==> config.mk <==
export PLATFORM = sky130hd
export DESIGN_NAME = div64_step
export DESIGN_NICKNAME = d
export VERILOG_FILES = /design/src/sv/divide_64_signed_unsigned_unit_assert.svh /design/src/sv/div64_pkg.sv /design/src/sv/div64_step.sv
export SDC_FILE = /design/constraint.sdc
export NUM_CORES = 1
export LEC_CHECK = 0
export BUFFER_PORTS_ARGS = -buffer_cell sky130_fd_sc_hd__buf_2
export CAP_MARGIN = 20
export CORE_MARGIN = 1.5
export CORE_UTILIZATION = 46
export DETAILED_ROUTE_END_ITERATION = 6
export GPL_TIMING_DRIVEN = 0
export PLACE_DENSITY = 0.84
export RECOVER_POWER = 25
export SYNTH_ARGS = -nofsm -noshare
export SYNTH_HDL_FRONTEND = slang
export SYNTH_SLANG_ARGS = --single-unit
==> constraint.sdc <==
create_clock -name clk -period 0.8 [get_ports clk]
set_input_delay 0.12 -clock clk [delete_from_list [all_inputs] [get_ports clk]]
set_output_delay 0.12 -clock clk [all_outputs]
set_load 0.02 [all_outputs]
==> src/sv/divide_64_signed_unsigned_unit_assert.svh <==
// assertion macros for the divider
`ifndef DIVIDE_64_SIGNED_UNSIGNED_UNIT_ASSERT_SVH
`define DIVIDE_64_SIGNED_UNSIGNED_UNIT_ASSERT_SVH

// same-cycle implication
`define D64_ASSERT_NOW(lbl, ante, cons, msg) \
	lbl: assert property (@(posedge clk) disable iff (!arst_n) (ante) |-> (cons)) \
		else $error(msg);

// next-cycle implication
`define D64_ASSERT_NEXT(lbl, ante, cons, msg) \
	lbl: assert property (@(posedge clk) disable iff (!arst_n) (ante) |=> (cons)) \
		else $error(msg);

`endif

==> src/sv/div64_pkg.sv <==
package div64_pkg;

	localparam int DATA_W = 64;
	localparam int STEPS  = DATA_W;

	typedef logic [DATA_W-1:0] word_t;

	typedef struct packed {
		logic  op;
		word_t dividend;
		word_t divisor;
	} in_item_t;

	typedef struct packed {
		word_t quotient;
		word_t remainder;
	} out_item_t;

	typedef struct packed {
		logic a_neg;
		logic q_neg;
		logic dz;
	} sign_t;

	// rem: partial remainder, num: dividend bits left in the high end, quotient bits in the low end
	typedef struct packed {
		word_t rem;
		word_t num;
		word_t den;
		sign_t sgn;
	} work_t;

endpackage

==> src/sv/div64_step.sv <==
module div64_step (
	input  logic             clk,
	input  logic             arst_n,
	input  logic             en,
	input  logic             in_valid,
	input  div64_pkg::work_t in_work,
	output logic             out_valid,
	output div64_pkg::work_t out_work
);

	logic [div64_pkg::DATA_W:0] trial;
	logic [div64_pkg::DATA_W:0] diff;
	logic                       fits;
	div64_pkg::work_t           nxt;
	logic                       step_v_s1;
	div64_pkg::work_t           step_s1;

	always_comb begin
		trial   = {in_work.rem, in_work.num[div64_pkg::DATA_W-1]};
		diff    = trial - {1'b0, in_work.den};
		fits    = !diff[div64_pkg::DATA_W];
		nxt     = in_work;
		nxt.rem = fits ? diff[div64_pkg::DATA_W-1:0] : trial[div64_pkg::DATA_W-1:0];
		nxt.num = {in_work.num[div64_pkg::DATA_W-2:0], fits};
	end

	always_ff @(posedge clk or negedge arst_n) begin
		if (!arst_n) begin
			step_v_s1 <= 1'b0;
		end else if (en) begin
			step_v_s1 <= in_valid;
		end
	end

	always_ff @(posedge clk) begin
		if (en) begin
			step_s1 <= nxt;
		end
	end

	assign out_valid = step_v_s1;
	assign out_work  = step_s1;

endmodule

==> results of run 1 <==
-- sequential cells by signal, indices dropped and copies added (netlist names) --
register and cells:
out_work 195, out_valid 1
-- synthesized netlist by cell type (3+ instances only) --
master | instances | area, um2
edfxtp_1 | 195 | 5860
inv_1 | 87 | 327
a21oi_1 | 78 | 390
nand2_1 | 67 | 251
ha_1 | 64 | 801
mux2_2 | 50 | 563
nor2_1 | 46 | 173
o21ai_0 | 41 | 205
a21o_1 | 32 | 240
xnor2_1 | 32 | 280
xor2_1 | 22 | 193
nand4_1 | 20 | 125
clkbuf_1 | 19 | 71.3
nor3_1 | 14 | 70.1
nor2b_1 | 13 | 81.3
o21bai_1 | 13 | 97.6
nand3_1 | 11 | 55.1
a31oi_1 | 10 | 62.6
and3_1 | 10 | 62.6
mux2i_1 | 9 | 90.1
o21a_1 | 9 | 67.6
nand2b_1 | 8 | 50.1
a211oi_1 | 6 | 45.0
buf_2 | 6 | 30.0
o31ai_1 | 6 | 45.0
a31o_2 | 5 | 43.8
and4_1 | 5 | 43.8
o211ai_1 | 5 | 37.5
a211o_1 | 4 | 35.0
buf_4 | 4 | 30.0
nor4_1 | 4 | 25.0
or2_2 | 4 | 25.0
or3_1 | 4 | 25.0
a21boi_0 | 3 | 22.5
and2_1 | 3 | 18.8
buf_6 | 3 | 33.8
-- per-stage QoR --
step | total power, mW | setup slack [ns]
2_1_floorplan | 18.8 | -2.21
3_3_place_gp | 21.7 | -3.11
3_5_place_dp | 21.8 | -3.15
4_1_cts | 33.5 | -2.02
5_1_grt | 36.8 | -2.12
6_report | 35.8 | -2.07
-- layer usage --
layer	track usage, %	share of wire (%)	vias to the layer above
met4	14.8	6.3	4
met2	54.5	49	813
met5	0	0.051	-
met1	36.1	35	5273
met3	6.68	9.4	189
li1	-	-	4765
-- worst max-delay path, stage by stage --
cell and delay, ns:
buf_2 0.11, inv_1 0.18, ha_4 0.27, a21oi_1 0.28, o21ai_2 0.12, a21o_1 0.18, a21oi_2 0.19, o21ai_2 0.09
and3_4 0.21, or3_4 0.38, and3_4 0.21, inv_8 0.11, buf_12 0.14, buf_4 0.12, mux2_2 0.33
-- worst max-delay path by stage --
| stage | end | cells past startpoint |
|---|---|---|
| after CTS | out_work[188] | 17 |
| after global placement | out_work[188] | 17 |
| after global routing | out_work[134] | 15 |
| final | out_work[136] | 15 |
| after floorplan | out_work[188] | 16 |
| after detailed placement | out_work[188] | 17 |
-- layout by cell type (no fill, tap or decap), types with 20 or more instances in the layout --
cell type / synthesis / routed
mux2_2: 50 / 48
buf_2: 6 / 204
a21oi_1: 78 / 58
buf_6: 3 / 192
ha_1: 64 / 30
nand4_1: 20 / 20
inv_1: 87 / 72
a21o_1: 32 / 32
xor2_1: 22 / 22
nor2_1: 46 / 44
ha_4: 0 / 24
edfxtp_1: 195 / 195
nand2_1: 67 / 63
o21ai_0: 41 / 32
xnor2_1: 32 / 31
dlygate4sd3_1: 0 / 133
buf_4: 4 / 54
-- logic make-up (layout without fill, tap and decap cells) --
kind of cell / Yosys count / after routing / synth area share (%)
AO/OA/AOI/OAI: 240 / 240 / 14.2
XOR/XNOR: 54 / 54 / 4.27
adder cells (fa/ha/maj): 65 / 65 / 7.41
buffers and inverters: 123 / 727 / 4.72
flip-flops: 196 / 196 / 53.1
multiplexers: 60 / 60 / 6.03
other: 0 / 7 / 0
AND/OR/NAND/NOR: 222 / 222 / 10.3
-- power groups by stage --
| stage | logic, mW | registers (mW) | clock network [mW] |
|---|---|---|---|
| floorplan | 4.11 | 14.7 | 0 |
| global placement | 8.43 | 13.2 | 0 |
| detailed placement | 8.58 | 13.2 | 0 |
| CTS | 10.6 | 13.1 | 9.82 |
| global route | 13.0 | 13.5 | 10.3 |
| finish | 12.5 | 13.4 | 9.91 |
-- layout make-up --
cell class | instances | area (um2) | area share (%)
sequential | 196 | 5880 | 32.4
timing repair buffer | 592 | 5140 | 28.3
multi-input combinational | 641 | 5510 | 30.4
antenna | 7 | 17.5 | 0.0965
inverter | 88 | 360 | 1.99
tap | 319 | 399 | 2.20
buffer | 15 | 166 | 0.917
clock inverter | 15 | 246 | 1.36
clock buffer | 17 | 425 | 2.34
-- repair_timing --
action                                 4_1_cts  5_1_grt
resized for setup                          237      303
cloned                                       5        0
pin swaps                                   26       44
buffers inserted                            32       27
setup endpoints to repair                  362      261
endpoints found under the hold margin      134       10
==> metrics.md, run 1 <==
| Metric | Value |
|---|---|
| Io pins | 395 |
| WHS Path Cells | 2 |
| Routed Antenna Nets | 0 |
| Worst slew pin tran | 0.815 ns |
| Fin cells | 1890 |
| Min-Delay Startpoint | in_work[148] |
| Clk pwr share | 27.7% |
| Routed vias/inst | 5.84 |
| Die outline height | 158 um |
| CTS Sinks | 196 |
| Yosys cell types | 76 |
| Initial Util | 47.1% |
| R2R cell count | 1 |
| Post-DP Area | 0.0137 mm2 |
| Inst Count DP | 1674 |
| EDFF count, synth | 195 |
| Layout cells sized above 1 | 44.3% |
| Top FF cell, synth | edfxtp_1 |
| H-tree Lvls | 4 |
| Switching power | 12.0 mW |
| Fin Clk Skew | 0 ns |
| RR Startpoint | out_valid |
| Clock root cell | clkbuf_16 |
| Util after Layout | 77.1% |
| Nets | 1815 |
| GPL Wtd Cong | 0.917 |
| Total Die Area | 0.0250 mm2 |
| Syn Nets | 1224 |
| Hold WC Path Type | primary input to flop |
| Status | finished, violations left |
| Power Density | 1970 mW/mm2 |
| Port Buffers | 394 |
| Vias | 11000 |
| Worst skew pair latency | 0.43 ns |
| First-pass GRT wire length | 58.4 mm |
| CTS Buf Count | 17 |
| Synthesized area | 0.0111 mm2 |
| Synth warn | 0 |
| Final Critical Period | 2.87 ns |
| Number of remaining DRC errors | 3 |
| Crit Path Class | primary input to flop |
| Worst-path fanout max | 8 |
| CTS tree | built |
| Final hold slack | -0.00881 ns |
| Post-synth ARST share | 0.510% |
| Routed Wire Length | 45.1 mm |
| RSZ-0062 raised after global routing | yes |
| Cell Int Power | 23.8 mW |
| Fillers | 1342 |
| P_leak | 7.73 nW |
| Fmax | 348 MHz |
| CP endpoint kind | flop |
| Max_cap viols | 0 |
| Final worst-path cycle share | 359% |
| Cell area after layout | 0.0181 mm2 |
| Rows | 56 |
| Reg2reg end | out_valid |
| Setup TNS | -219.11 ns |
| Layout area overhead | 63.8% |
| Switching Fraction | 33.4% |
| Worst setup margin | -2.07 ns |
| Hold EP | out_work[149] |
| Clk slew on worst S/H paths | 0.10 ns |
| Slew Viols, Final | 0 |
| Pin count of the biggest net entering global routing | 52 |
| Number of global-route vias before repair | 10600 |
| WP data required | 0.99 ns |
| VDD IR max | 1.56 mV |
| DP Wirelength | 24.8 mm |
| Mapped Cells | 960 |
| Final Hold Fails | 2 |
| Slew headroom | 45.7% |
| Register bit total from synthesis | 196 |
| Grt total ovfl | 0 |
| Initial drt markers | 1083 |
| Combinational share of power | 34.9% |
| DIE WIDTH | 158 um |
| Arr. time, crit path | 3.07 ns |
| Hold-fix buffers, CTS | 133 |
| Failing checks | DRC, hold timing, setup timing |
| Number of antenna violations at the first check in global routing | 9 |
| DR pass1 iterations | 7 |
| Avg Cell Area, Syn | 11.5 um2 |
| Reg2Reg Setup Slack | 0.02 ns |
| Final setup viols | 363 |
| Gr usage total | 31.1% |
| Drt wl/cell | 23.9 um |
| Critical Path Source | in_work[54] |
| Sequential share of power | 37.4% |
| Area of the core | 0.0235 mm2 |
| Sequential-to-total area share from yosys stat | 53.1% |
| Startpoint type of the worst setup path | primary input |
| Longest Clk Path Bufs | 2 |
Note: power is estimated with default switching activity, not from simulation.
==> run 2: changes to the inputs <==
--- a/config.mk
+++ b/config.mk
@@ -5,12 +5,14 @@
 export SDC_FILE = /design/constraint.sdc
 export NUM_CORES = 1
 export LEC_CHECK = 0
+export ABC_CLOCK_PERIOD_IN_PS = 800
 export BUFFER_PORTS_ARGS = -buffer_cell sky130_fd_sc_hd__buf_2
 export CAP_MARGIN = 20
 export CORE_MARGIN = 1.5
 export CORE_UTILIZATION = 46
 export DETAILED_ROUTE_END_ITERATION = 6
 export GPL_TIMING_DRIVEN = 0
+export MAX_ROUTING_LAYER = met4
 export PLACE_DENSITY = 0.84
 export RECOVER_POWER = 25
 export SYNTH_ARGS = -nofsm -noshare
==> run 2 against run 1 <==
Compared with the run above: highest routed layer is now met4; first-iteration DRC count shrank 7.8%; final area shrank 1.5%; non-clock buffer count shrank 6; the flow finishes with violations (DRC, setup timing).
==> metrics.md, run 2 (same netlist as run 1, synthesis figures left out) <==
| Metric | Value |
|---|---|
| Fin Clk Skew | 0 ns |
| Power Density | 1960 mW/mm2 |
| GPL Wtd Cong | 0.923 |
| Number of global-route vias before repair | 10700 |
| Initial drt markers | 999 |
| CTS tree | built |
| Drt wl/cell | 23.9 um |
| Failing checks | DRC, setup timing |
| Routed Antenna Nets | 0 |
| CTS Sinks | 196 |
| Cell Int Power | 23.0 mW |
| Fin cells | 1882 |
| Setup TNS | -226.77 ns |
| Most frequent cells in the layout | buf_2 (222), edfxtp_1 (195), buf_6 (177) |
| Layout cells sized above 1 | 42.6% |
| Status | finished, violations left |
| RSZ-0062 raised after global routing | yes |
| Crit Path Class | primary input to flop |
| Worst-path fanout max | 8 |
| Arr. time, crit path | 3.25 ns |
| VDD IR max | 1.42 mV |
| Port Buffers | 394 |
| Pin count of the biggest net entering global routing | 51 |
| DP Wirelength | 25.0 mm |
| P_leak | 7.68 nW |
| Max FFs per register | 195 |
| Max_cap viols | 0 |
| Longest Clk Path Bufs | 2 |
| Vias | 11000 |
| Final Critical Period | 3.02 ns |
| Worst slew pin tran | 0.844 ns |
| Clk pwr share | 27.0% |
| Fmax | 332 MHz |
| Layout area overhead | 61.2% |
| Clk slew on worst S/H paths | 0.09 ns |
| Number of antenna violations at the first check in global routing | 4 |
| CP endpoint kind | flop |
| DIE WIDTH | 158 um |
| WP data required | 1.04 ns |
| Area of the core | 0.0235 mm2 |
| Nets | 1809 |
| Hold WC Path Type | primary input to flop |
| Routed vias/inst | 5.83 |
| Final Hold Fails | 0 |
| Die outline height | 158 um |
| Combinational share of power | 34.9% |
| GRT met3 Usage | 6.46% |
| H-tree Lvls | 4 |
| Inst Count DP | 1674 |
| Met2 Track Usage GR | 54.4% |
| Slew headroom | 43.8% |
| Gr usage total | 32.1% |
| Routed Wire Length | 45.0 mm |
| Met1 usage | 36.4% |
| Slew Viols, Final | 0 |
| Io pins | 395 |
| CTS Buf Count | 17 |
| Hold-fix buffers, CTS | 133 |
| Switching Fraction | 34.2% |
| Number of remaining DRC errors | 6 |
| Final worst-path cycle share | 377% |
| Worst skew pair latency | 0.42 ns |
| Final setup viols | 360 |
| Startpoint type of the worst setup path | primary input |
| Rows | 56 |
| Worst setup margin | -2.22 ns |
| Initial Util | 47.1% |
| DR pass1 iterations | 7 |
| Most used routing layer | met2 |
| Commonest non-fill, non-tap cell in the layout | buf_2 |
| Switching power | 12.0 mW |
| Clock root cell | clkbuf_16 |
| First-pass GRT wire length | 58.7 mm |
| Total Die Area | 0.0250 mm2 |
| Sequential share of power | 38.2% |
| Grt total ovfl | 0 |
run 2: final timing paths:
| path | start | endpoint | slack [ns] | cells past startpoint |
|---|---|---|---|---|
| worst max-delay path | in_work[52] | out_work[186] | -2.22 | 17 |
| worst min-delay path | in_work[173] | out_work[174] | 0.006 | 2 |
| worst max register to register | out_valid | out_valid | 0 | 1 |
| worst min register to register | out_valid | out_valid | 0.56 | 1 |
| max in group asynchronous | arst_n | out_valid | 0.11 | 3 |
| min in group asynchronous | arst_n | out_valid | 0.54 | 3 |
run 2: power by group through the flow:
stage               registers (mW)  clock network [mW]  logic [mW]
global placement              13.2                   0        8.44
floorplan                     14.7                   0        4.11
global route                  13.4                9.86        12.8
detailed placement            13.2                   0        8.64
CTS                           13.1                9.42        10.6
finish                        13.4                9.45        12.2
run 2: critical path: stages:
cell,delay (ns)
buf_2,0.11
inv_1,0.05
ha_1,0.31
clkbuf_8,0.17
a21oi_2,0.15
o21ai_1,0.10
a21o_1,0.20
a21oi_1,0.27
o21ai_1,0.17
and3_4,0.25
or3_4,0.39
and3_4,0.21
clkinv_8,0.09
buf_8,0.12
buf_12,0.14
buf_12,0.11
mux2i_1,0.27
run 2: cell type report:
type                            instances  area (um2)
Multi-Input combinational cell        641        5470
Timing Repair Buffer                  582        4920
Clock buffer                           17         425
Buffer                                 19         176
Inverter                               88         365
Sequential cell                       196        5880
Fill cell                            1332        5680
Antenna cell                            5        12.5
Clock inverter                         15         220
Tap cell                              319         399
run 2: routing by layer:
layer | part of all wire, % | wire (um) | up-vias
li1 | - | - | 4740
met1 | 35 | 15700 | 5204
met2 | 50 | 22300 | 807
met3 | 9.2 | 4150 | 222
met4 | 6.3 | 2820 | 0
met5 | 0 | 0 | -
run 2: timing repair:
| item | 4_1_cts | 5_1_grt |
|---|---|---|
| buffers inserted | 41 | 14 |
| gates cloned | 3 | 1 |
| hold endpoints to repair | 142 | 4 |
| pin swaps | 34 | 20 |
| gates resized for setup | 236 | 260 |
| endpoints found under the setup margin | 359 | 262 |
run 2: metrics by stage:
step | total power, mW | hold slack, ns | area, um2 | worst slack, ns | util, %
floorplan | 18.8 | -0.176 | 11300 | -2.21 | -
CTS | 33.1 | -0.0153 | 17000 | -2.02 | 72.2
global placement | 21.7 | -0.106 | 13700 | -3.11 | 58.1
detailed placement | 21.8 | -0.104 | 13700 | -3.07 | 58.3
finish | 35.0 | 0.00634 | 17900 | -2.22 | 75.9
global route | 36.1 | -0.00905 | 17900 | -2.26 | 75.9
==> run 3: changes to the inputs <==
--- a/config.mk
+++ b/config.mk
@@ -6,7 +6,7 @@
 export NUM_CORES = 1
 export LEC_CHECK = 0
 export ABC_CLOCK_PERIOD_IN_PS = 800
-export BUFFER_PORTS_ARGS = -buffer_cell sky130_fd_sc_hd__buf_2
+export BUFFER_PORTS_ARGS = -buffer_cell sky130_fd_sc_hd__buf_4
 export CAP_MARGIN = 20
 export CORE_MARGIN = 1.5
 export CORE_UTILIZATION = 46
@@ -15,6 +15,7 @@
 export MAX_ROUTING_LAYER = met4
 export PLACE_DENSITY = 0.84
 export RECOVER_POWER = 25
+export SLEW_MARGIN = 20
 export SYNTH_ARGS = -nofsm -noshare
 export SYNTH_HDL_FRONTEND = slang
 export SYNTH_SLANG_ARGS = --single-unit
==> constraint.sdc (replaced) <==
create_clock -name clk -period 0.8 [get_ports clk]
set_input_delay 0.12 -clock clk [delete_from_list [all_inputs] [get_ports clk]]
set_output_delay 0.12 -clock clk [all_outputs]
set_load 0.1 [all_outputs]
==> run 3 against run 2 <==
Compared with the run above: the flow finishes with violations (DRC, hold timing, setup timing); cell count increased by 0.32%; hold slack worse by 0.026 ns; non-clock buffer count grew 9; die area stayed put; critical path depth shrank 4; via count decreased by 0.87%; sequential power about the same; sequential share of layout area is 1.3 points lower; critical endpoint is now out_work[156]; largest cell class unchanged; highest routed layer unchanged.
==> metrics.md, run 3 (same netlist as run 1, synthesis figures left out) <==
| Metric | Value |
|---|---|
| H-tree Lvls | 4 |
| Cell Int Power | 23.5 mW |
| Inst Count DP | 1675 |
| CP endpoint kind | flop |
| Die outline height | 158 um |
| Routed Antenna Nets | 0 |
| Failing checks | DRC, hold timing, setup timing |
| Gr usage total | 34.4% |
| Combinational share of power | 45.6% |
| Clk pwr share | 22.6% |
| Clock root cell | clkbuf_16 |
| Port Buffers | 394 |
| Max_cap viols | 0 |
| Worst-path fanout max | 5 |
| VDD IR max | 1.40 mV |
| Fin cells | 1888 |
| Io pins | 395 |
| Routed Wire Length | 43.6 mm |
| Hold-fix buffers, CTS | 133 |
| DP Wirelength | 25.9 mm |
| CTS Sinks | 196 |
| Grt total ovfl | 0 |
| Util after Layout | 79.0% |
| Fmax | 351 MHz |
| Pin count of the biggest net entering global routing | 81 |
| Rows | 56 |
| Clk slew on worst S/H paths | 0.09 ns |
| Layout cells sized above 1 | 43.1% |
| WP data required | 1.00 ns |
| Commonest non-fill, non-tap cell in the layout | buf_4 |
| Slew headroom | 52.6% |
| Drt wl/cell | 23.1 um |
| Switching Fraction | 44.3% |
| Final setup viols | 394 |
| Number of antenna violations at the first check in global routing | 2 |
| Worst setup path end | out_work[156] |
| Startpoint type of the worst setup path | primary input |
| Power Density | 2270 mW/mm2 |
| Vias | 10900 |
| Final Hold Fails | 8 |
| Layout area overhead | 67.9% |
| Routed vias/inst | 5.76 |
| Status | finished, violations left |
| Arr. time, crit path | 3.05 ns |
| CTS Buf Count | 17 |
| Number of remaining DRC errors | 3 |
| WHS Path Cells | 2 |
| Crit Path Class | primary input to flop |
| Slew Viols, Final | 0 |
| RR Startpoint | out_valid |
| Total Die Area | 0.0250 mm2 |
| RSZ-0062 raised after global routing | yes |
| Nets | 1818 |
| R2R cell count | 2 |
| Critical Path Source | in_work[8] |
| First-pass GRT wire length | 62.5 mm |
| Reg2reg end | out_valid |
| Most frequent cells in the layout | buf_4 (250), buf_6 (195), edfxtp_1 (195) |
| Initial Util | 47.1% |
| Final Critical Period | 2.85 ns |
| Worst slew pin tran | 0.703 ns |
| CTS tree | built |
| Worst setup margin | -2.05 ns |
| Longest Clk Path Bufs | 2 |
| Fin Clk Skew | 0 ns |
| DR pass1 iterations | 7 |
| P_leak | 7.90 nW |
| Sequential share of power | 31.8% |
| Hold WC Path Type | primary input to flop |
| Area of the core | 0.0235 mm2 |
| Worst skew pair latency | 0.45 ns |
| DIE WIDTH | 158 um |
| Switching power | 18.7 mW |
| Initial drt markers | 820 |
| Final worst-path cycle share | 357% |
| Number of global-route vias before repair | 11100 |
| Final hold slack | -0.0193 ns |
| GPL Wtd Cong | 0.906 |
| Reg2Reg Setup Slack | -0.22 ns |
| Max FFs per register | 195 |
run 3: worst min path at each step:
stage	start	endpoint	slack, ns
5_1_grt	in_work[157]	out_work[158]	-0.02
2_1_floorplan	arst_n	out_valid	-0.18
3_5_place_dp	arst_n	out_valid	-0.10
3_3_place_gp	arst_n	out_valid	-0.10
6_report	in_work[187]	out_work[188]	-0.02
4_1_cts	in_work[147]	out_work[148]	-0.03
run 3: routing by layer:
metal	vias to the layer above	wire length [um]	GRT usage (%)
li1	4752	-	-
met1	5228	14900	36.6
met2	709	21900	57.8
met3	189	3940	8.24
met4	0	2880	21.6
met5	-	0	-
run 3: final cells by class:
cell class | instances | area [um2]
flip-flops and latches | 196 | 5880
multi-input cells | 641 | 5480
clock inverters | 15 | 220
clock buffers | 17 | 425
fillers | 1316 | 4940
diodes | 2 | 5.00
inverters | 88 | 363
well taps | 319 | 399
repair buffers | 592 | 5680
plain buffers | 18 | 153
run 3: through the flow:
stage / instance area [um2] / worst slack (ns) / total power, mW / setup TNS (ns)
6_report: 18600 / -2.05 / 42.2 / -216.34
3_5_place_dp: 14700 / -3.09 / 29.5 / -266.10
2_1_floorplan: 11300 / -2.21 / 25.5 / -178.74
3_3_place_gp: 14700 / -3.05 / 29.3 / -495.79
5_1_grt: 18600 / -2.07 / 43.2 / -233.98
4_1_cts: 18100 / -2.02 / 41.0 / -199.45
run 3: critical path, cell delays in order:
cell and delay (ns):
buf_4 0.09, inv_1 0.06, ha_1 0.44, nand4_1 0.15
a21oi_1 0.22, or2_2 0.16, clkbuf_1 0.31, a311o_1 0.40
a31oi_4 0.16, o211ai_1 0.37, nand2_1 0.14, xnor2_1 0.14
mux2_2 0.28
run 3: timing repair:
item / CTS / global route
pin swaps: 19 / 53
endpoints found under the hold margin: 165 / 19
gates resized for setup: 256 / 96
setup buffers: 46 / 21
setup endpoints to repair: 342 / 312
cloned: 1 / 0
run 3: power groups by stage:
| stage | logic [mW] | clock network [mW] | registers (mW) |
|---|---|---|---|
| floorplan | 4.11 | 0 | 21.4 |
| global placement | 16.1 | 0 | 13.3 |
| detailed placement | 16.2 | 0 | 13.3 |
| CTS | 18.2 | 9.49 | 13.3 |
| global route | 19.8 | 9.94 | 13.5 |
| finish | 19.3 | 9.55 | 13.4 |
